$ cat config.mk
export PLATFORM = sky130hd
export DESIGN_NAME = cpu65_ctrl
export DESIGN_NICKNAME = d
export VERILOG_FILES = /design/src/rtl/core/cpu65_pkg.sv /design/src/rtl/core/cpu65_ctrl.sv
export SDC_FILE = /design/constraint.sdc
export NUM_CORES = 1
export LEC_CHECK = 0
export ABC_AREA = 1
export BUFFER_PORTS_ARGS = -buffer_cell sky130_fd_sc_hd__buf_2
export CORE_MARGIN = 2
export CORE_UTILIZATION = 50
export DETAILED_ROUTE_END_ITERATION = 8
export PLACE_DENSITY = 0.85
export SLEW_MARGIN = 30
export SYNTH_ARGS = -nofsm -noshare
export SYNTH_HDL_FRONTEND = slang
export SYNTH_SLANG_ARGS = --single-unit
$ cat constraint.sdc
create_clock -name clk -period 1.7 [get_ports clk]
set_input_delay 0.17 -clock clk [delete_from_list [all_inputs] [get_ports clk]]
set_output_delay 0.17 -clock clk [all_outputs]
set_load 0.02 [all_outputs]
$ cat src/rtl/core/cpu65_pkg.sv
// ----------------------------------------------------------------------------
// cpu65_pkg
// Shared types, codes and the opcode decode table for the 6502 subset core.
// ----------------------------------------------------------------------------
`default_nettype none
package cpu65_pkg;

  localparam int ADDR_BITS = 16;
  localparam int MEM_DEPTH = 1 << ADDR_BITS;

  // commands
  localparam logic [1:0] CMD_WRITE = 2'd0;
  localparam logic [1:0] CMD_READ  = 2'd1;
  localparam logic [1:0] CMD_EXEC  = 2'd2;
  localparam logic [1:0] CMD_VEC   = 2'd3;

  // execution status
  localparam logic [1:0] ST_OK    = 2'd0;
  localparam logic [1:0] ST_UNIMP = 2'd1;
  localparam logic [1:0] ST_UNDEF = 2'd2;

  localparam logic [15:0] RESET_VEC  = 16'hFFFC;
  localparam logic [7:0]  STACK_PAGE = 8'h01;

  // flag register bit positions
  localparam int FB_C = 0;
  localparam int FB_Z = 1;
  localparam int FB_I = 2;
  localparam int FB_D = 3;
  localparam int FB_V = 4;
  localparam int FB_N = 5;

  // instruction kinds
  localparam logic [5:0] K_UNDEF = 6'd0,  K_UNIMP = 6'd1,  K_BPL = 6'd2,  K_BMI = 6'd3,
                         K_BVC   = 6'd4,  K_BVS   = 6'd5,  K_BCC = 6'd6,  K_BCS = 6'd7,
                         K_BNE   = 6'd8,  K_BEQ   = 6'd9,  K_LDA = 6'd10, K_LDX = 6'd11,
                         K_LDY   = 6'd12, K_STA   = 6'd13, K_STX = 6'd14, K_STY = 6'd15,
                         K_PHA   = 6'd16, K_PLA   = 6'd17, K_NOP = 6'd18, K_CLC = 6'd19,
                         K_SEC   = 6'd20, K_CLI   = 6'd21, K_SEI = 6'd22, K_CLV = 6'd23,
                         K_CLD   = 6'd24, K_SED   = 6'd25, K_TSX = 6'd26, K_TXS = 6'd27,
                         K_TAX   = 6'd28, K_TXA   = 6'd29, K_TAY = 6'd30, K_TYA = 6'd31,
                         K_DEX   = 6'd32, K_INX   = 6'd33, K_DEY = 6'd34, K_INY = 6'd35,
                         K_ASL   = 6'd36, K_CMP   = 6'd37, K_CPX = 6'd38, K_CPY = 6'd39,
                         K_INC   = 6'd40, K_DEC   = 6'd41;

  // addressing modes
  localparam logic [3:0] M_IMP = 4'd0, M_ACC = 4'd1, M_IMM = 4'd2,  M_ZP  = 4'd3,
                         M_ZPX = 4'd4, M_ZPY = 4'd5, M_ABS = 4'd6,  M_ABX = 4'd7,
                         M_ABY = 4'd8, M_INX = 4'd9, M_INY = 4'd10, M_REL = 4'd11;

  // datapath operations
  localparam logic [3:0] OP_NONE = 4'd0,  OP_LATCH = 4'd1,  OP_WRITE = 4'd2,
                         OP_CAPT = 4'd3,  OP_VLO   = 4'd4,  OP_VHI   = 4'd5,
                         OP_FETCH = 4'd6, OP_DECODE = 4'd7, OP_ADDR0 = 4'd8,
                         OP_ADDR1 = 4'd9, OP_ADDR2 = 4'd10, OP_ADDR3 = 4'd11,
                         OP_ADDR4 = 4'd12, OP_EXEC = 4'd13;

  // memory address sources
  localparam logic [3:0] AS_IN  = 4'd0, AS_VLO = 4'd1, AS_VHI = 4'd2, AS_PC  = 4'd3,
                         AS_PTR = 4'd4, AS_ZPB = 4'd5, AS_ZP1 = 4'd6, AS_EA  = 4'd7,
                         AS_SP  = 4'd8, AS_SP1 = 4'd9;

  typedef struct packed {
    logic [5:0] kind;
    logic [3:0] mode;
    logic [3:0] cyc;
  } dec_t;

  typedef struct packed {
    logic [3:0] op;
    logic [3:0] addr_sel;
    logic       mem_re;
  } dp_cmd_t;

  typedef struct packed {
    logic [5:0] kind;
    logic [3:0] mode;
  } dp_stat_t;

  function automatic dec_t mk(input logic [5:0] k, input logic [3:0] m,
                              input logic [3:0] c);
    dec_t d;
    d.kind = k;
    d.mode = m;
    d.cyc  = c;
    return d;
  endfunction

  function automatic dec_t decode_op(input logic [7:0] op);
    dec_t d;
    d = mk(K_UNDEF, M_IMP, 4'd0);
    case (op)
      8'h10: d = mk(K_BPL, M_REL, 4'd2);
      8'h30: d = mk(K_BMI, M_REL, 4'd2);
      8'h50: d = mk(K_BVC, M_REL, 4'd2);
      8'h70: d = mk(K_BVS, M_REL, 4'd2);
      8'h90: d = mk(K_BCC, M_REL, 4'd2);
      8'hb0: d = mk(K_BCS, M_REL, 4'd2);
      8'hd0: d = mk(K_BNE, M_REL, 4'd2);
      8'hf0: d = mk(K_BEQ, M_REL, 4'd2);
      8'ha1: d = mk(K_LDA, M_INX, 4'd6);
      8'ha5: d = mk(K_LDA, M_ZP, 4'd3);
      8'ha9: d = mk(K_LDA, M_IMM, 4'd2);
      8'had: d = mk(K_LDA, M_ABS, 4'd4);
      8'hb1: d = mk(K_LDA, M_INY, 4'd5);
      8'hb5: d = mk(K_LDA, M_ZPX, 4'd4);
      8'hb9: d = mk(K_LDA, M_ABY, 4'd4);
      8'hbd: d = mk(K_LDA, M_ABX, 4'd4);
      8'ha2: d = mk(K_LDX, M_IMM, 4'd2);
      8'ha6: d = mk(K_LDX, M_ZP, 4'd3);
      8'hae: d = mk(K_LDX, M_ABS, 4'd4);
      8'hb6: d = mk(K_LDX, M_ZPY, 4'd4);
      8'hbe: d = mk(K_LDX, M_ABY, 4'd4);
      8'ha0: d = mk(K_LDY, M_IMM, 4'd2);
      8'ha4: d = mk(K_LDY, M_ZP, 4'd3);
      8'hac: d = mk(K_LDY, M_ABS, 4'd4);
      8'hb4: d = mk(K_LDY, M_ZPX, 4'd4);
      8'hbc: d = mk(K_LDY, M_ABX, 4'd4);
      8'h48: d = mk(K_PHA, M_IMP, 4'd3);
      8'h68: d = mk(K_PLA, M_IMP, 4'd4);
      8'h81: d = mk(K_STA, M_INX, 4'd6);
      8'h85: d = mk(K_STA, M_ZP, 4'd3);
      8'h8d: d = mk(K_STA, M_ABS, 4'd4);
      8'h91: d = mk(K_STA, M_INY, 4'd6);
      8'h95: d = mk(K_STA, M_ZPX, 4'd4);
      8'h99: d = mk(K_STA, M_ABY, 4'd5);
      8'h9d: d = mk(K_STA, M_ABX, 4'd5);
      8'h86: d = mk(K_STX, M_ZP, 4'd3);
      8'h8e: d = mk(K_STX, M_ABS, 4'd4);
      8'h96: d = mk(K_STX, M_ZPY, 4'd4);
      8'h84: d = mk(K_STY, M_ZP, 4'd3);
      8'h8c: d = mk(K_STY, M_ABS, 4'd4);
      8'h94: d = mk(K_STY, M_ZPX, 4'd4);
      8'hea: d = mk(K_NOP, M_IMP, 4'd2);
      8'h18: d = mk(K_CLC, M_IMP, 4'd2);
      8'h38: d = mk(K_SEC, M_IMP, 4'd2);
      8'h58: d = mk(K_CLI, M_IMP, 4'd2);
      8'h78: d = mk(K_SEI, M_IMP, 4'd2);
      8'hb8: d = mk(K_CLV, M_IMP, 4'd2);
      8'hd8: d = mk(K_CLD, M_IMP, 4'd2);
      8'hf8: d = mk(K_SED, M_IMP, 4'd2);
      8'hba: d = mk(K_TSX, M_IMP, 4'd2);
      8'h9a: d = mk(K_TXS, M_IMP, 4'd2);
      8'haa: d = mk(K_TAX, M_IMP, 4'd2);
      8'h8a: d = mk(K_TXA, M_IMP, 4'd2);
      8'ha8: d = mk(K_TAY, M_IMP, 4'd2);
      8'h98: d = mk(K_TYA, M_IMP, 4'd2);
      8'hca: d = mk(K_DEX, M_IMP, 4'd2);
      8'he8: d = mk(K_INX, M_IMP, 4'd2);
      8'h88: d = mk(K_DEY, M_IMP, 4'd2);
      8'hc8: d = mk(K_INY, M_IMP, 4'd2);
      8'h06: d = mk(K_ASL, M_ZP, 4'd5);
      8'h0a: d = mk(K_ASL, M_ACC, 4'd2);
      8'h0e: d = mk(K_ASL, M_ABS, 4'd6);
      8'h16: d = mk(K_ASL, M_ZPX, 4'd6);
      8'h1e: d = mk(K_ASL, M_ABX, 4'd7);
      8'hc1: d = mk(K_CMP, M_INX, 4'd6);
      8'hc5: d = mk(K_CMP, M_ZP, 4'd3);
      8'hc9: d = mk(K_CMP, M_IMM, 4'd2);
      8'hcd: d = mk(K_CMP, M_ABS, 4'd4);
      8'hd1: d = mk(K_CMP, M_INY, 4'd5);
      8'hd5: d = mk(K_CMP, M_ZPX, 4'd4);
      8'hd9: d = mk(K_CMP, M_ABY, 4'd4);
      8'hdd: d = mk(K_CMP, M_ABX, 4'd4);
      8'he0: d = mk(K_CPX, M_IMM, 4'd2);
      8'he4: d = mk(K_CPX, M_ZP, 4'd3);
      8'hec: d = mk(K_CPX, M_ABS, 4'd4);
      8'hc0: d = mk(K_CPY, M_IMM, 4'd2);
      8'hc4: d = mk(K_CPY, M_ZP, 4'd3);
      8'hcc: d = mk(K_CPY, M_ABS, 4'd4);
      8'he6: d = mk(K_INC, M_ZP, 4'd5);
      8'hee: d = mk(K_INC, M_ABS, 4'd6);
      8'hf6: d = mk(K_INC, M_ZPX, 4'd6);
      8'hfe: d = mk(K_INC, M_ABX, 4'd7);
      8'hc6: d = mk(K_DEC, M_ZP, 4'd5);
      8'hce: d = mk(K_DEC, M_ABS, 4'd6);
      8'hd6: d = mk(K_DEC, M_ZPX, 4'd6);
      8'hde: d = mk(K_DEC, M_ABX, 4'd7);
      8'he1, 8'he5, 8'he9, 8'hed, 8'hf1, 8'hf5, 8'hf9, 8'hfd,
      8'h21, 8'h25, 8'h29, 8'h2d, 8'h31, 8'h35, 8'h39, 8'h3d,
      8'h41, 8'h45, 8'h49, 8'h4d, 8'h51, 8'h55, 8'h59, 8'h5d,
      8'h01, 8'h05, 8'h09, 8'h0d, 8'h11, 8'h15, 8'h19, 8'h1d,
      8'h61, 8'h65, 8'h69, 8'h6d, 8'h71, 8'h75, 8'h79, 8'h7d,
      8'h66, 8'h6a, 8'h6e, 8'h76, 8'h7e,
      8'h46, 8'h4a, 8'h4e, 8'h56, 8'h5e,
      8'h26, 8'h2a, 8'h2e, 8'h36, 8'h3e,
      8'h20, 8'h60, 8'h40, 8'h24, 8'h2c, 8'h4c, 8'h6c, 8'h00:
        d = mk(K_UNIMP, M_IMP, 4'd0);
      default: d = mk(K_UNDEF, M_IMP, 4'd0);
    endcase
    return d;
  endfunction

  // kinds that read their operand from memory
  function automatic logic needs_read(input logic [5:0] k, input logic [3:0] m);
    return (k == K_LDA) || (k == K_LDX) || (k == K_LDY) || (k == K_CMP) ||
           (k == K_CPX) || (k == K_CPY) || (k == K_INC) || (k == K_DEC) ||
           ((k == K_ASL) && (m != M_ACC));
  endfunction

endpackage
`default_nettype wire

$ cat src/rtl/core/cpu65_ctrl.sv
// ----------------------------------------------------------------------------
// cpu65_ctrl
// Sequencer: steps the datapath through memory accesses for each transaction.
// ----------------------------------------------------------------------------
`default_nettype none
module cpu65_ctrl
  import cpu65_pkg::*;
(
  input  wire logic       clk,
  input  wire logic       rst,
  input  wire logic       in_valid,
  input  wire logic [1:0] in_cmd,
  output logic            in_ready,
  output logic            out_valid,
  input  wire logic       out_ready,
  input  wire dp_stat_t   stat,
  output dp_cmd_t         cmd
);

  localparam logic [3:0] S_IDLE   = 4'd0,  S_WRITE  = 4'd1,  S_READ   = 4'd2,
                         S_READ_W = 4'd3,  S_VEC0   = 4'd4,  S_VEC1   = 4'd5,
                         S_VEC2   = 4'd6,  S_FETCH  = 4'd7,  S_DECODE = 4'd8,
                         S_ADDR0  = 4'd9,  S_ADDR1  = 4'd10, S_ADDR2  = 4'd11,
                         S_ADDR3  = 4'd12, S_ADDR4  = 4'd13, S_OPRD   = 4'd14,
                         S_EXEC   = 4'd15;

  logic [3:0] state, state_next;
  logic       done, done_next;

  assign in_ready  = (state == S_IDLE) && !done;
  assign out_valid = done;

  always_comb begin
    state_next = state;
    done_next  = done;
    cmd        = '{op: OP_NONE, addr_sel: AS_IN, mem_re: 1'b0};
    case (state)
      S_IDLE: begin
        if (done) begin
          if (out_ready) done_next = 1'b0;
        end else if (in_valid) begin
          cmd.op = OP_LATCH;
          case (in_cmd)
            CMD_WRITE: state_next = S_WRITE;
            CMD_READ:  state_next = S_READ;
            CMD_EXEC:  state_next = S_FETCH;
            default:   state_next = S_VEC0;
          endcase
        end
      end
      S_WRITE: begin
        cmd.op     = OP_WRITE;
        state_next = S_IDLE;
        done_next  = 1'b1;
      end
      S_READ: begin
        cmd.mem_re = 1'b1;
        state_next = S_READ_W;
      end
      S_READ_W: begin
        cmd.op     = OP_CAPT;
        state_next = S_IDLE;
        done_next  = 1'b1;
      end
      S_VEC0: begin
        cmd        = '{op: OP_NONE, addr_sel: AS_VLO, mem_re: 1'b1};
        state_next = S_VEC1;
      end
      S_VEC1: begin
        cmd        = '{op: OP_VLO, addr_sel: AS_VHI, mem_re: 1'b1};
        state_next = S_VEC2;
      end
      S_VEC2: begin
        cmd.op     = OP_VHI;
        state_next = S_IDLE;
        done_next  = 1'b1;
      end
      S_FETCH: begin
        cmd        = '{op: OP_FETCH, addr_sel: AS_PC, mem_re: 1'b1};
        state_next = S_DECODE;
      end
      S_DECODE: begin
        cmd.op     = OP_DECODE;
        state_next = S_ADDR0;
      end
      S_ADDR0: begin
        if ((stat.kind == K_UNDEF) || (stat.kind == K_UNIMP)) begin
          state_next = S_IDLE;
          done_next  = 1'b1;
        end else begin
          cmd.op = OP_ADDR0;
          case (stat.mode)
            M_IMP, M_ACC: state_next = S_OPRD;
            M_IMM:        state_next = S_OPRD;
            default: begin
              cmd.addr_sel = AS_PTR;
              cmd.mem_re   = 1'b1;
              state_next   = S_ADDR1;
            end
          endcase
        end
      end
      S_ADDR1: begin
        cmd.op = OP_ADDR1;
        case (stat.mode)
          M_REL: state_next = S_EXEC;
          M_ABS, M_ABX, M_ABY: begin
            cmd.addr_sel = AS_PTR;
            cmd.mem_re   = 1'b1;
            state_next   = S_ADDR2;
          end
          M_INX, M_INY: begin
            cmd.addr_sel = AS_ZPB;
            cmd.mem_re   = 1'b1;
            state_next   = S_ADDR3;
          end
          default: state_next = S_OPRD;
        endcase
      end
      S_ADDR2: begin
        cmd.op     = OP_ADDR2;
        state_next = S_OPRD;
      end
      S_ADDR3: begin
        cmd        = '{op: OP_ADDR3, addr_sel: AS_ZP1, mem_re: 1'b1};
        state_next = S_ADDR4;
      end
      S_ADDR4: begin
        cmd.op     = OP_ADDR4;
        state_next = S_OPRD;
      end
      S_OPRD: begin
        // operand read lands in the read register for the execute step
        if (stat.kind == K_PLA) begin
          cmd.addr_sel = AS_SP1;
          cmd.mem_re   = 1'b1;
        end else if (needs_read(stat.kind, stat.mode)) begin
          cmd.addr_sel = AS_EA;
          cmd.mem_re   = 1'b1;
        end
        state_next = S_EXEC;
      end
      S_EXEC: begin
        cmd.op       = OP_EXEC;
        cmd.addr_sel = (stat.kind == K_PHA) ? AS_SP : AS_EA;
        state_next   = S_IDLE;
        done_next    = 1'b1;
      end
      default: state_next = S_IDLE;
    endcase
  end

  always_ff @(posedge clk) begin
    if (rst) begin
      state <= S_IDLE;
      done  <= 1'b0;
    end else begin
      state <= state_next;
      done  <= done_next;
    end
  end

endmodule
`default_nettype wire

Word level (Yosys, flattened, before mapping)
Index checks and enable logic that the tools add are counted.
Word-level totals
  flip-flop bits (word level): 5
  bits in latches: 0
  bits in writable memories: 0
  ROM bits: 0
  input bits: 16
  output and inout port bits: 11
  word-level logic and storage cells: 90
  memories kept: 0
Cells by class
  add/sub/neg operators: 0
  multiply operators: 0
  div/mod/pow operators: 0
  order comparisons: 0
  equal/unequal tests: 41
  shift-type cells: 0
  multiplexer cells: 22
  bitwise operators: 0
  reduce and logical (&&, ||, !) cells: 25
Operators by type and width (number)
  4-bit one-hot mux with 13 select lines: 1
  4-bit == test (second input constant): 12
  4-bit one-hot mux with 12 select lines: 1
  6-bit == test (second input constant): 6
  4-bit one-hot mux with 8 select lines: 1
  4-bit by 3-bit == test with 1-bit output (second input constant): 6
  4-bit two-way mux: 6
  6-bit by 4-bit == test with 1-bit output (second input constant): 3
  3-bit one-hot mux with 3 select lines: 2
  4-bit by 2-bit == test with 1-bit output (second input constant): 3
  6-bit by 5-bit == test with 1-bit output (second input constant): 2
  1-bit logical OR: 9
  9-bit two-way mux: 1
  4-bit by 1-bit == test with 1-bit output (second input constant): 2
  4-bit logical NOT: 2
  4-bit one-hot mux with 2 select lines: 1
  6-bit by 1-bit == test with 1-bit output (second input constant): 1
  6-bit logical NOT: 1
  2-bit inequality test (second input constant): 3
  3-bit OR reduction: 2
  1-bit two-way mux: 5
  5-bit two-way mux: 1
  5-bit OR reduction: 1
  4-bit by 1-bit inequality test with 1-bit output (second input constant): 1
  12 further kinds: 15

Depth between registers and ports, before layout
  word-level depth: 12
  mapped depth: 9
  gate-level depth less buffers: 9

Worst setup path before layout
OpenSTA, ideal clock, no wires.
  kind: reg-to-output
  start: reg state[0]
  end: out cmd[5] in the netlist's numbering
  data arrival time: 1.444 ns
  required time: 1.530 ns
  setup slack: 0.086 ns
  stages on the path, launching flop included: 6
  path buffers: 0
  cell sequence: dfxtp_1 nor2_1 nand2_1 nor2_1 a21oi_1 nand4_1
RTL lines
  start, declared: RTL line cpu65_ctrl.sv:27  | logic [3:0] state, state_next;
  start signal, assigned: RTL line cpu65_ctrl.sv:158  | state <= state_next;
  end, declared: RTL line cpu65_ctrl.sv:17  | output dp_cmd_t cmd

==> impl_metrics.env <==
export IMPL_core_area_sq_um=1520
export IMPL_worst_slew_pin_slew_ns=0.324
export IMPL_cts_max_level=1
export IMPL_cts_hold_buf=0
export IMPL_use_met3_pct=3.27
export IMPL_die_h_microns=44.7
export IMPL_end_kind="output pin"
export IMPL_worstSkewPairLatency_ns=0.23
export IMPL_max_cap_violations=0
export IMPL_avgSynthCellArea_sq_um=4.81
export IMPL_finalNonFillerCells=221
export IMPL_num_vias=1208
export IMPL_antenna_found_initial=0
export IMPL_power_uw=1470
export IMPL_start_kind="flip-flop"
export IMPL_post_route_util_pct=71.6
export IMPL_clock_path_buffers=2
export IMPL_maxSlewViolCount=0
export IMPL_synth_ff_latch_count=5
export IMPL_relSlewSlack_pct=78.3
export IMPL_dpl_hpwl_microns=2160
export IMPL_groute_usage_overall_pct=28.1
export IMPL_criticalPathCategory="reg2out"
export IMPL_drive_gt1_share_pct=24.9
export IMPL_finalCritPeriodShare_pct=97.4
export IMPL_io_pins=27
export IMPL_irDropWorstVdd_uv=1110
export IMPL_cts_tree="yes"
export IMPL_worstHoldStart="rst"
export IMPL_die_width_microns=44.7
export IMPL_root_buffer="clkbuf_4"
export IMPL_numPortBuffers=26
export IMPL_place_ws_ns=0.0986
export IMPL_drt_iter0_markers=49
export IMPL_power_density_nw_per_um2=1350
export IMPL_setup_violations=0
export IMPL_arrival_ns=1.49
export IMPL_hold_viol=0
export IMPL_yosysUniqueCellTypes=17
export IMPL_start_util_pct=54.3
export IMPL_grt_pass1_wl_microns=4220
export IMPL_cts_sinks=5
export IMPL_syn_num_nets=191
export IMPL_netlist_instances=172
export IMPL_hp_class="in2reg"
export IMPL_syn_to_final_growth_pct=31.9
export IMPL_grt_ovfl_total=0
export IMPL_finClkSkew_ns=0.000343
export IMPL_critPathLaunch="state[2]$_SDFFE_PP0P_"
export IMPL_cp_required_ns=1.53
export IMPL_yosysWarnings=0
export IMPL_path_clk_slew_ns=0.04
export IMPL_r2r_start="state[1]$_SDFFE_PP0P_"
export IMPL_path_max_fanout=5
export IMPL_nNetsFinal=225
export IMPL_numCtsBuffers=3
export IMPL_p_leak_uw=0.000633
export IMPL_dp_cells=217
export IMPL_antenna_cells=0
export IMPL_rows=14
export IMPL_fmax_mhz=604
export IMPL_die_area_sq_um=2000
export IMPL_fin_crit_ns=1.66
export IMPL_synth_yosys_seq_area_share_pct=12.1
export IMPL_busiest_layer="met2"
export IMPL_syn_area_sq_um=827
export IMPL_grt_pass1_vias=1107
export IMPL_grtUsageMet1_pct=34.7
export IMPL_grt_max_degree=8
export IMPL_status="finished clean"
export IMPL_fin_ws_ns=0.0445
export IMPL_met2_usage_pct=48.1
export IMPL_finalWeightedCongestion=0.907
export IMPL_routedWlPerCell_microns=11.5
export IMPL_avgViaCountPerCell=5.47
export IMPL_ant_nets=0
export IMPL_firstDrtPassIters=4
export IMPL_drcViolationCount=0
export IMPL_wirelength_microns=2550
[layout by cell type, fill, tap and decap left out]
| cell | n |
|---|---|
| a21oi_1 | 4 |
| a31oi_1 | 1 |
| and2_1 | 1 |
| buf_2 | 23 |
| buf_4 | 6 |
| clkbuf_1 | 1 |
| clkbuf_4 | 3 |
| dfxtp_1 | 1 |
| dfxtp_4 | 4 |
| ha_1 | 3 |
| inv_1 | 22 |
| inv_2 | 2 |
| inv_4 | 1 |
| nand2_1 | 45 |
| nand2_2 | 4 |
| nand2_4 | 1 |
| nand3_1 | 17 |
| nand4_1 | 4 |
| nor2_1 | 40 |
| nor2_2 | 4 |
| nor2_4 | 2 |
| nor3_1 | 4 |
| o2111ai_1 | 1 |
| o211ai_1 | 1 |
| o21ai_0 | 8 |
| o31ai_1 | 1 |
| or2_2 | 1 |
[kinds of logic after synthesis]
| family | share of synthesized area [%] |
|---|---|
| simple gates | 61.1 |
| buf+inv | 11.3 |
| compound gates | 10.9 |
| flops | 12.1 |
| fa+ha+maj | 4.54 |
[per-stage QoR]
stage | setup TNS, ns | hold WS, ns | instance area, sq um
final | 0 | 0.120 | 1090
after global routing | -0.0632 | 0.128 | 1090
after CTS | 0 | 0.116 | 1040
after detailed placement | 0 | 0.363 | 1000
after global placement | 0 | 0.362 | 1000
after floorplan | 0 | 0.239 | 827
[final cells by class]
cell class | count | area, sq um
multi-input cells | 142 | 673
clock buffers | 4 | 26.3
flip-flops and latches | 5 | 115
inverters | 25 | 96.3
repair buffers | 29 | 160
well taps | 16 | 20.0
fillers | 132 | 433
[where the power goes]
part / internal, uW / total, uW / switching (uW)
clock network: 88.1 / 128 / 39.4
logic: 379 / 1080 / 696
registers: 184 / 272 / 88.3
total: 651 / 1470 / 824
[critical path, stage by stage, from the launching register on]
cell and delay [ns]:
dfxtp_4 0.36, inv_4 0.08, nand2_4 0.07, nor2_2 0.12, nand2_1 0.08, inv_1 0.10
nand2_1 0.05, and2_1 0.16, nand3_1 0.07, buf_2 0.16
[state kept, by name (all words and copies together), names as in the netlist]
name       cells
state          4
out_valid      1
[per-layer routing]
metal / vias up / part of all wire (%)
li1: 615 / -
met1: 545 / 43
met2: 44 / 51
met3: 4 / 4.6
met4: 0 / 1.4
met5: - / 0
[synthesized netlist by cell type, drive strengths merged]
cell type,number,area [sq um]
a21oi,4,20.0
a31oi,1,6.26
and2,1,6.26
dfxtp,5,100
ha,3,37.5
inv,25,93.8
nand2,50,188
nand3,17,85.1
nand4,4,25.0
nor2,46,175
nor3,4,20.0
o2111ai,1,8.76
o211ai,1,7.51
o21ai,8,40.0
o31ai,1,7.51
or2,1,6.26
[worst paths after layout]
kind	slack (ns)	cells after the start	to
hold reg to reg	0.49	2	out_valid$_SDFFE_PP0P_
hold / removal	0.12	2	state[3]$_SDFFE_PP0P_
setup reg to reg	0.46	7	state[2]$_SDFFE_PP0P_
setup / recovery	0.04	9	cmd[3]
[what timing repair did]
item / CTS / global route
setup endpoints to repair: 6 / 6
buffers inserted: 0 / 0
pin swaps: 0 / 2
gates resized for setup: 10 / 18
No activity file was read; power rests on OpenSTA's default activity.
